`config.mk`:
```
export PLATFORM = sky130hd
export DESIGN_NAME = skt_ctrl
export DESIGN_NICKNAME = d
export VERILOG_FILES = /design/src/sv/skt_pkg.sv /design/src/sv/skt_ctrl.sv
export SDC_FILE = /design/constraint.sdc
export NUM_CORES = 1
export LEC_CHECK = 0
export ABC_AREA = 0
export BUFFER_PORTS_ARGS = -buffer_cell sky130_fd_sc_hd__buf_2
export CAP_MARGIN = 15
export CORE_MARGIN = 2
export CORE_UTILIZATION = 40
export DETAILED_ROUTE_END_ITERATION = 10
export GPL_ROUTABILITY_DRIVEN = 0
export PLACE_DENSITY = 0.73
export SKIP_LAST_GASP = 1
export SLEW_MARGIN = 20
export SYNTH_ARGS = -nofsm -noshare
export SYNTH_HDL_FRONTEND = slang
export SYNTH_SLANG_ARGS = --single-unit
```
`constraint.sdc`:
```
create_clock -name clk -period 3.99 [get_ports clk]
set_input_delay 0.5985 -clock clk [delete_from_list [all_inputs] [get_ports clk]]
set_output_delay 0.5985 -clock clk [all_outputs]
set_load 0.05 [all_outputs]
```
`src/sv/skt_pkg.sv`:
```
package skt_pkg;

  // Table geometry.
  localparam int ENTRIES      = 256;
  localparam int ELEMENT_BITS = 32;
  localparam int SLOT_BITS    = $clog2(ENTRIES);
  localparam int CNT_BITS     = $clog2(ENTRIES + 1);

  // Running hash and the remainder unit, which retires two dividend bits a cycle.
  localparam int HASH_BITS    = 64;
  localparam int DIV_STEPS    = HASH_BITS / 2;
  localparam int DIV_CNT_BITS = $clog2(DIV_STEPS);

  // Operation codes carried in the kind field.
  typedef enum logic [1:0] {
    KIND_GET  = 2'd0,
    KIND_SET  = 2'd1,
    KIND_FILL = 2'd2,
    KIND_READ = 2'd3
  } skt_kind_t;

  // Commands from the controller to the datapath.
  typedef struct packed {
    logic accept;
    logic div_step;
    logic rd_issue;
    logic rd_capture;
    logic wr_set;
    logic fill_step;
    logic out_load;
  } skt_cmd_t;

  // Status from the datapath to the controller.
  typedef struct packed {
    logic div_done;
    logic fill_done;
    logic pos_oob;
    logic out_free;
  } skt_stat_t;

endpackage

```
`src/sv/skt_ctrl.sv`:
```
module skt_ctrl (
  input  logic              clk,
  input  logic              rst_n,
  input  logic              in_tvalid,
  input  logic              in_tlast,
  input  skt_pkg::skt_kind_t in_kind,
  input  skt_pkg::skt_stat_t stat,
  output logic              in_tready,
  output skt_pkg::skt_cmd_t  cmd
);
  import skt_pkg::*;

  typedef enum logic [6:0] {
    S_IDLE = 7'b0000001,
    S_DIV  = 7'b0000010,
    S_RD   = 7'b0000100,
    S_RDW  = 7'b0001000,
    S_WR   = 7'b0010000,
    S_FILL = 7'b0100000,
    S_OUT  = 7'b1000000
  } state_t;

  state_t    state_r, state_nxt;
  skt_kind_t op_r;

  assign in_tready = (state_r == S_IDLE);

  // Next state and commands.
  always_comb begin
    state_nxt = state_r;
    cmd       = '0;
    unique case (state_r)
      S_IDLE: begin
        cmd.accept = in_tvalid;
        if (in_tvalid && in_tlast) begin
          unique case (in_kind)
            KIND_GET, KIND_SET: state_nxt = S_DIV;
            KIND_FILL:          state_nxt = S_FILL;
            KIND_READ:          state_nxt = stat.pos_oob ? S_OUT : S_RD;
            default:            state_nxt = S_IDLE;
          endcase
        end
      end
      S_DIV: begin
        cmd.div_step = 1'b1;
        if (stat.div_done) begin
          state_nxt = (op_r == KIND_GET) ? S_RD : S_WR;
        end
      end
      S_RD: begin
        cmd.rd_issue = 1'b1;
        state_nxt    = S_RDW;
      end
      S_RDW: begin
        cmd.rd_capture = 1'b1;
        state_nxt      = S_OUT;
      end
      S_WR: begin
        cmd.wr_set = 1'b1;
        state_nxt  = S_OUT;
      end
      S_FILL: begin
        cmd.fill_step = 1'b1;
        if (stat.fill_done) begin
          state_nxt = S_OUT;
        end
      end
      S_OUT: begin
        if (stat.out_free) begin
          cmd.out_load = 1'b1;
          state_nxt    = S_IDLE;
        end
      end
      default: state_nxt = S_IDLE;
    endcase
  end

  // State register and the latched operation.
  always_ff @(posedge clk) begin
    if (!rst_n) begin
      state_r <= S_IDLE;
      op_r    <= KIND_GET;
    end else begin
      state_r <= state_nxt;
      if (cmd.accept && in_tlast) begin
        op_r <= in_kind;
      end
    end
  end

endmodule

```
==> results of run 1 <==
-- power by group through the flow --
stage                     clock (mW)  sequential [mW]  combinational [mW]
after floorplan                    0            0.110               0.197
after global placement             0            0.131               0.215
after detailed placement           0            0.131               0.215
after CTS                     0.0748            0.128               0.216
after global routing          0.0792            0.132               0.239
final                         0.0736            0.129               0.214
-- cell usage after synthesis --
cell type                   instances  area (um2)
sky130_fd_sc_hd__nand3b_1           1        7.51
sky130_fd_sc_hd__a21oi_1            5        25.0
sky130_fd_sc_hd__inv_1              4        15.0
sky130_fd_sc_hd__nor4_4             1        21.3
sky130_fd_sc_hd__and3_1             2        12.5
sky130_fd_sc_hd__nand2_1            3        11.3
sky130_fd_sc_hd__xor2_1             1        8.76
sky130_fd_sc_hd__o32a_1             1        10.0
sky130_fd_sc_hd__nand2b_1           5        31.3
sky130_fd_sc_hd__xnor2_1            1        8.76
sky130_fd_sc_hd__or3_4              1        11.3
sky130_fd_sc_hd__o21a_1             1        7.51
sky130_fd_sc_hd__o21ai_0            2        10.0
sky130_fd_sc_hd__or4b_1             1        10.0
sky130_fd_sc_hd__mux2i_1            2        20.0
sky130_fd_sc_hd__and2_1             1        6.26
sky130_fd_sc_hd__nor4_1             1        6.26
sky130_fd_sc_hd__o22a_1             1        8.76
sky130_fd_sc_hd__nor3_1             5        25.0
sky130_fd_sc_hd__buf_2              1        5.00
sky130_fd_sc_hd__o31ai_1            1        7.51
sky130_fd_sc_hd__nand4b_1           1        8.76
sky130_fd_sc_hd__nand3_1            3        15.0
sky130_fd_sc_hd__or3_1              1        6.26
sky130_fd_sc_hd__o22ai_2            1        12.5
sky130_fd_sc_hd__or2_2              1        6.26
sky130_fd_sc_hd__a32oi_1            1        8.76
sky130_fd_sc_hd__dfxtp_1            9         180
sky130_fd_sc_hd__clkbuf_1           1        3.75
sky130_fd_sc_hd__a2bb2oi_1          1        8.76
sky130_fd_sc_hd__buf_6              1        11.3
sky130_fd_sc_hd__nor2_1            11        41.3
sky130_fd_sc_hd__nand4_1            1        6.26
-- sequential cells by signal (all words and copies together), names as in the netlist --
signal and flops:
state_r 7, op_r 2
-- worst max-delay path: stages, from the launching register on --
cell and delay, ps:
sky130_fd_sc_hd__dfxtp_1 360, sky130_fd_sc_hd__or3_4 410, sky130_fd_sc_hd__or3_1 370, sky130_fd_sc_hd__nor2_1 150, sky130_fd_sc_hd__buf_2 280
-- metrics by stage --
step	worst slack, ps	std cells	cell area, um2	util	total power, mW
after floorplan	1400	73	578	-	0.308
after global placement	1860	102	662	0.502	0.346
after detailed placement	1870	102	662	0.502	0.345
after CTS	1570	106	688	0.522	0.419
after global routing	1470	106	688	0.522	0.450
final	1560	106	688	0.522	0.416
-- kinds of logic (layout without fill, tap and decap cells) --
family,count (synthesis),after routing
AOI/OAI and AO/OA,14,14
xor gates and xnor gates,2,2
buffers and inverters,7,25
DFF,9,9
muxes,2,2
and+or+nand+nor,39,39
-- worst min-delay path by stage --
stage,start,to,slack [ps]
floorplan,op_r[1],op_r[1],480
global placement,op_r[1],op_r[1],510
detailed placement,op_r[1],op_r[1],510
CTS,op_r[1],op_r[1],530
global route,rst_n,state_r[6],550
finish,op_r[1],op_r[1],520
-- per-layer routing --
layer | routed length [um] | part of all wire | up-vias | global-route usage
met5 | 0 | 0 | - | 0
met4 | 19 | 0.015 | 0 | 0.0750
met3 | 67 | 0.054 | 2 | 0.0302
met2 | 573 | 0.46 | 17 | 0.263
met1 | 578 | 0.47 | 261 | 0.203
li1 | - | - | 297 | -
-- cell type report --
type,instances,area (um2)
clock buffer,4,26.3
fill,144,629
inverter,4,15.0
multi-input combinational,57,363
sequential,9,180
tap,15,18.8
timing repair buffer,17,85.1
==> results.yml, run 1 <==
run_status:
  run_status: "finished clean"
worst_setup_path:
  timing.reg2reg.worst_path_depth: 5
  setup.reg_to_reg.worst_slack_ps: 2150
  worst_setup_path_start_kind: "register"
  worstReg2RegStart: "state_r[4]"
  cp.arrival_ps: 1830
  endpoint: "cmd[5]"
  critPathLaunch: "state_r[4]"
  critPathCaptureType: "output port"
  crit-reg2reg-capture: "state_r[6]"
  worst_path_max_fanout: 6
  worstSetupPathType: "reg -> out"
  required_time_of_the_worst_setup_path_ps: 3390
logic_synthesis:
  synth_cell_types: 33
  synthAdderAreaFrac: 0
  syn_inst: 73
  synth_mux_area_frac: 0.0346
  synth_compound_gate_area_share: 0.171
  seq_total_area_yosys: 0.312
  synth_fp_nets: 83
  yosys_warnings: 0
  main_combinational_cell_family_by_area_after_synthesis: "simple AND/OR/NAND/NOR gates"
  synth.cell_area_um2: 578
  post_synth_xor_area_fraction: 0.0303
  yosys.area_share.simple: 0.392
  syn_avg_cell_area_um2: 7.92
  synth_seq_cells: 9
clock_tree:
  clock_buffers_created_by_tritoncts: 3
  cts_max_level: 1
  ctsRootBufferMaster: "sky130_fd_sc_hd__clkbuf_4"
  insertion_delay_ps: 270
  clk_path_buf_depth: 2
  postCtsResizedCells: 0
  cts.repair_timing.setup_buffer_count: 0
  clk_pin_slew_worst_paths_ps: 60
  clkSinkCount: 9
  cts_hold_buf: 0
  tritoncts: "built"
grt:
  grt_start_max_net_pins: 10
  globalRoute.totalOverflow: 0
  grt_pass1_wl_mm: 2.21
  number_of_antenna_violations_at_the_first_check_in_global_routing: 0
  grt_use_total: 0.160
  vias_in_the_first_global_route: 530
hold_path:
  hold_path_depth: 2
  hold_path.class: "reg -> reg"
power:
  netSwitchingPower_mw: 0.196
  static-leakage-power_nw: 0.317
  p_per_area_nw_per_um2: 605
  swShare: 0.470
  p_int_mw: 0.221
  share_clk_of_total_power: 0.177
  seq_power_share: 0.310
  p_comb_frac: 0.513
  peakVddDrop_mv: 0.359
floorplan:
  core_area_um2: 1320
  design.portCount: 18
  die_height_um: 42.0
  rows: 13
  fp.dieW_um: 42.0
  design.die.area_um2: 1770
  floorplan.initialDensity: 0.439
timing:
  finalHoldViolations: 0
  slew_violations: 0
  max_slew_margin: 0.682
  fin_skew_ps: 2.11
  worst_pin_slew_ps: 473
  timing.final.crit_share: 0.609
  post_route_worst_hold_slack_ps: 524
  grt_setup_unrepaired: "false"
  setup-violations-final: 0
  final_period_minus_worst_setup_slack_ps: 2430
  totalNegativeSetupSlack_ps: 0
  timing.fmax_ghz: 0.412
final_layout:
  synthToLayoutAreaGrowth_pct: 19.0
  layout.cells.most_common: "sky130_fd_sc_hd__buf_2"
  final_layout_size_suffix_gt1_frac: 0.264
  n_antenna_cell: 0
  layout.cells.most_common_list: "sky130_fd_sc_hd__buf_2, sky130_fd_sc_hd__nor2_1, sky130_fd_sc_hd__dfxtp_1"
  nNetsFinal: 102
routing:
  totalWireLength_mm: 1.24
  drt_first_iter_violations: 14
  post_drt_wl_per_cell_um: 11.7
  route.antenna.remaining_nets: 0
  dr_total_vias: 577
  drc: 0
  detailedRoute.firstPassIterationCount: 4
  route.detailed.vias_per_inst: 5.44
placed_design:
  post-dp-hpwl_um: 960
  numPortBuffers: 17
job:
  cap_viol_max_count: 0
No activity file was read; power rests on OpenSTA's default activity.
==> run 2: changes to the inputs <==
==> constraint.sdc (replaced) <==
create_clock -name clk -period 2.3 [get_ports clk]
set_input_delay 0.345 -clock clk [delete_from_list [all_inputs] [get_ports clk]]
set_output_delay 0.345 -clock clk [all_outputs]
set_load 0.05 [all_outputs]
==> run 2 against run 1 <==
Compared with the run above:
- core utilization did not move
- via count increased by 1.7%
- die area did not move
- hold slack got worse by 230 ps
- clock-buffer cell count unchanged
- routed wire length grew 4.0%
- sequential share of layout area unchanged
- flip-flop and latch count stayed put
- non-clock buffer count is the same
- critical path depth unchanged
- clock power up 73%
- critical path type unchanged
==> results.yml, run 2 (synthesized netlist as in run 1, its figures left out) <==
worst_setup_path:
  slowest_delay_ps: 410
  worstSetupPathType: "reg -> out"
  cp.arrival_ps: 1830
  worst_path_max_fanout: 6
  timing.critical_path.cells: "or3_4 -> or3_1 -> nor2_1 -> buf_2"
  required_time_of_the_worst_setup_path_ps: 1960
  critPathCaptureType: "output port"
  crit_slowest_cell: "sky130_fd_sc_hd__or3_4"
  worst_setup_path_start_kind: "register"
placed_design:
  post-dp-hpwl_um: 984
  numPortBuffers: 17
routing:
  totalWireLength_mm: 1.29
  route.antenna.remaining_nets: 0
  drc: 0
  route.detailed.vias_per_inst: 5.54
  dr_total_vias: 587
  post_drt_wl_per_cell_um: 12.2
  drt_first_iter_violations: 4
  detailedRoute.firstPassIterationCount: 3
timing:
  worst_pin_slew_ps: 430
  setup-violations-final: 0
  final_period_minus_worst_setup_slack_ps: 2170
  timing.final.crit_share: 0.945
  grt_setup_unrepaired: "false"
  post_route_worst_hold_slack_ps: 292
  max_slew_margin: 0.711
  fin_skew_ps: 2.97
  totalNegativeSetupSlack_ps: 0
  finalHoldViolations: 0
  timing.fmax_ghz: 0.460
  slew_violations: 0
floorplan:
  fp.dieW_um: 42.0
  floorplan.initialDensity: 0.439
  rows: 13
  design.portCount: 18
  core_area_um2: 1320
  design.die.area_um2: 1770
  die_height_um: 42.0
power:
  swShare: 0.471
  peakVddDrop_mv: 0.598
  p_comb_frac: 0.514
  share_clk_of_total_power: 0.175
  p_int_mw: 0.385
  p_per_area_nw_per_um2: 1060
  netSwitchingPower_mw: 0.343
  seq_power_share: 0.311
  static-leakage-power_nw: 0.317
final_layout:
  largest_register_ffs: 7
  nNetsFinal: 102
  reg.largest.list: "state_r x7, op_r x2"
  fillerInstances: 145
  top_register: "state_r"
  layout.cells.most_common_list: "sky130_fd_sc_hd__buf_2, sky130_fd_sc_hd__nor2_1, sky130_fd_sc_hd__dfxtp_1"
  n_antenna_cell: 0
  layout.cells.most_common: "sky130_fd_sc_hd__buf_2"
  synthToLayoutAreaGrowth_pct: 19.0
  layout.core_utilization: 0.522
  final_layout_size_suffix_gt1_frac: 0.264
clock_tree:
  postCtsResizedCells: 0
  cts.repair_timing.setup_buffer_count: 0
  insertion_delay_ps: 270
  cts_hold_buf: 0
  clk_pin_slew_worst_paths_ps: 70
  clock_buffers_created_by_tritoncts: 3
  clk_path_buf_depth: 2
  clkSinkCount: 9
  ctsRootBufferMaster: "sky130_fd_sc_hd__clkbuf_4"
  tritoncts: "built"
  cts_max_level: 1
job:
  cap_viol_max_count: 0
grt:
  vias_in_the_first_global_route: 564
  grt_start_max_net_pins: 10
  grt_use_total: 0.169
  globalRoute.totalOverflow: 0
  grt_pass1_wl_mm: 2.31
  number_of_antenna_violations_at_the_first_check_in_global_routing: 0
hold_path:
  hold_path.class: "in -> reg"
run_status:
  run_status: "finished clean"
run 2: cell counts in the layout (fill, tap and decap cells not counted):
No cell type changed its count.
run 2: power groups by stage:
stage	clock (mW)	combinational (mW)	sequential, mW
after CTS	0.130	0.376	0.224
final	0.127	0.374	0.226
after detailed placement	0	0.374	0.228
after floorplan	0	0.344	0.192
after global placement	0	0.374	0.227
after global routing	0.136	0.415	0.232
run 2: layout make-up:
cell class / count / area [um2] / share of cell area
flip-flops and latches: 9 / 180 / 0.262
repair buffers: 17 / 85.1 / 0.124
well taps: 15 / 18.8 / 0.0273
clock buffers: 4 / 26.3 / 0.0382
multi-input cells: 57 / 363 / 0.527
inverters: 4 / 15.0 / 0.0218
run 2: final timing paths:
| check | start | to | slack, ps | depth (start not counted) |
|---|---|---|---|---|
| setup / recovery | state_r[4] | cmd[5] | 130 | 4 |
| hold / removal | rst_n | state_r[6] | 290 | 2 |
| setup reg to reg | state_r[4] | state_r[6] | 460 | 5 |
| hold reg to reg | op_r[1] | op_r[1] | 540 | 2 |
run 2: worst max-delay path, delay by kind of cell, from the launching register on:
family / cells / cell delay [ps]
AND/OR/NAND/NOR: 3 / 940
buffers and inverters: 1 / 280
flip-flops: 1 / 360
run 2: routing by layer:
layer	global-route usage	part of all wire	up-vias	wire length, um
met5	0	0	-	0
met4	0.113	0.030	0	38
met3	0.0129	0.037	5	48
met2	0.269	0.43	15	552
met1	0.216	0.50	267	649
li1	-	-	300	-
run 2: metrics by stage:
stage          instances  worst slack [ps]  instance area [um2]  power, mW
6_report             106               125                  688      0.728
5_1_grt              106              40.3                  688      0.783
4_1_cts              106               126                  688      0.731
3_5_place_dp         102               428                  662      0.602
3_3_place_gp         102               441                  662      0.601
2_1_floorplan         73              32.8                  578      0.536
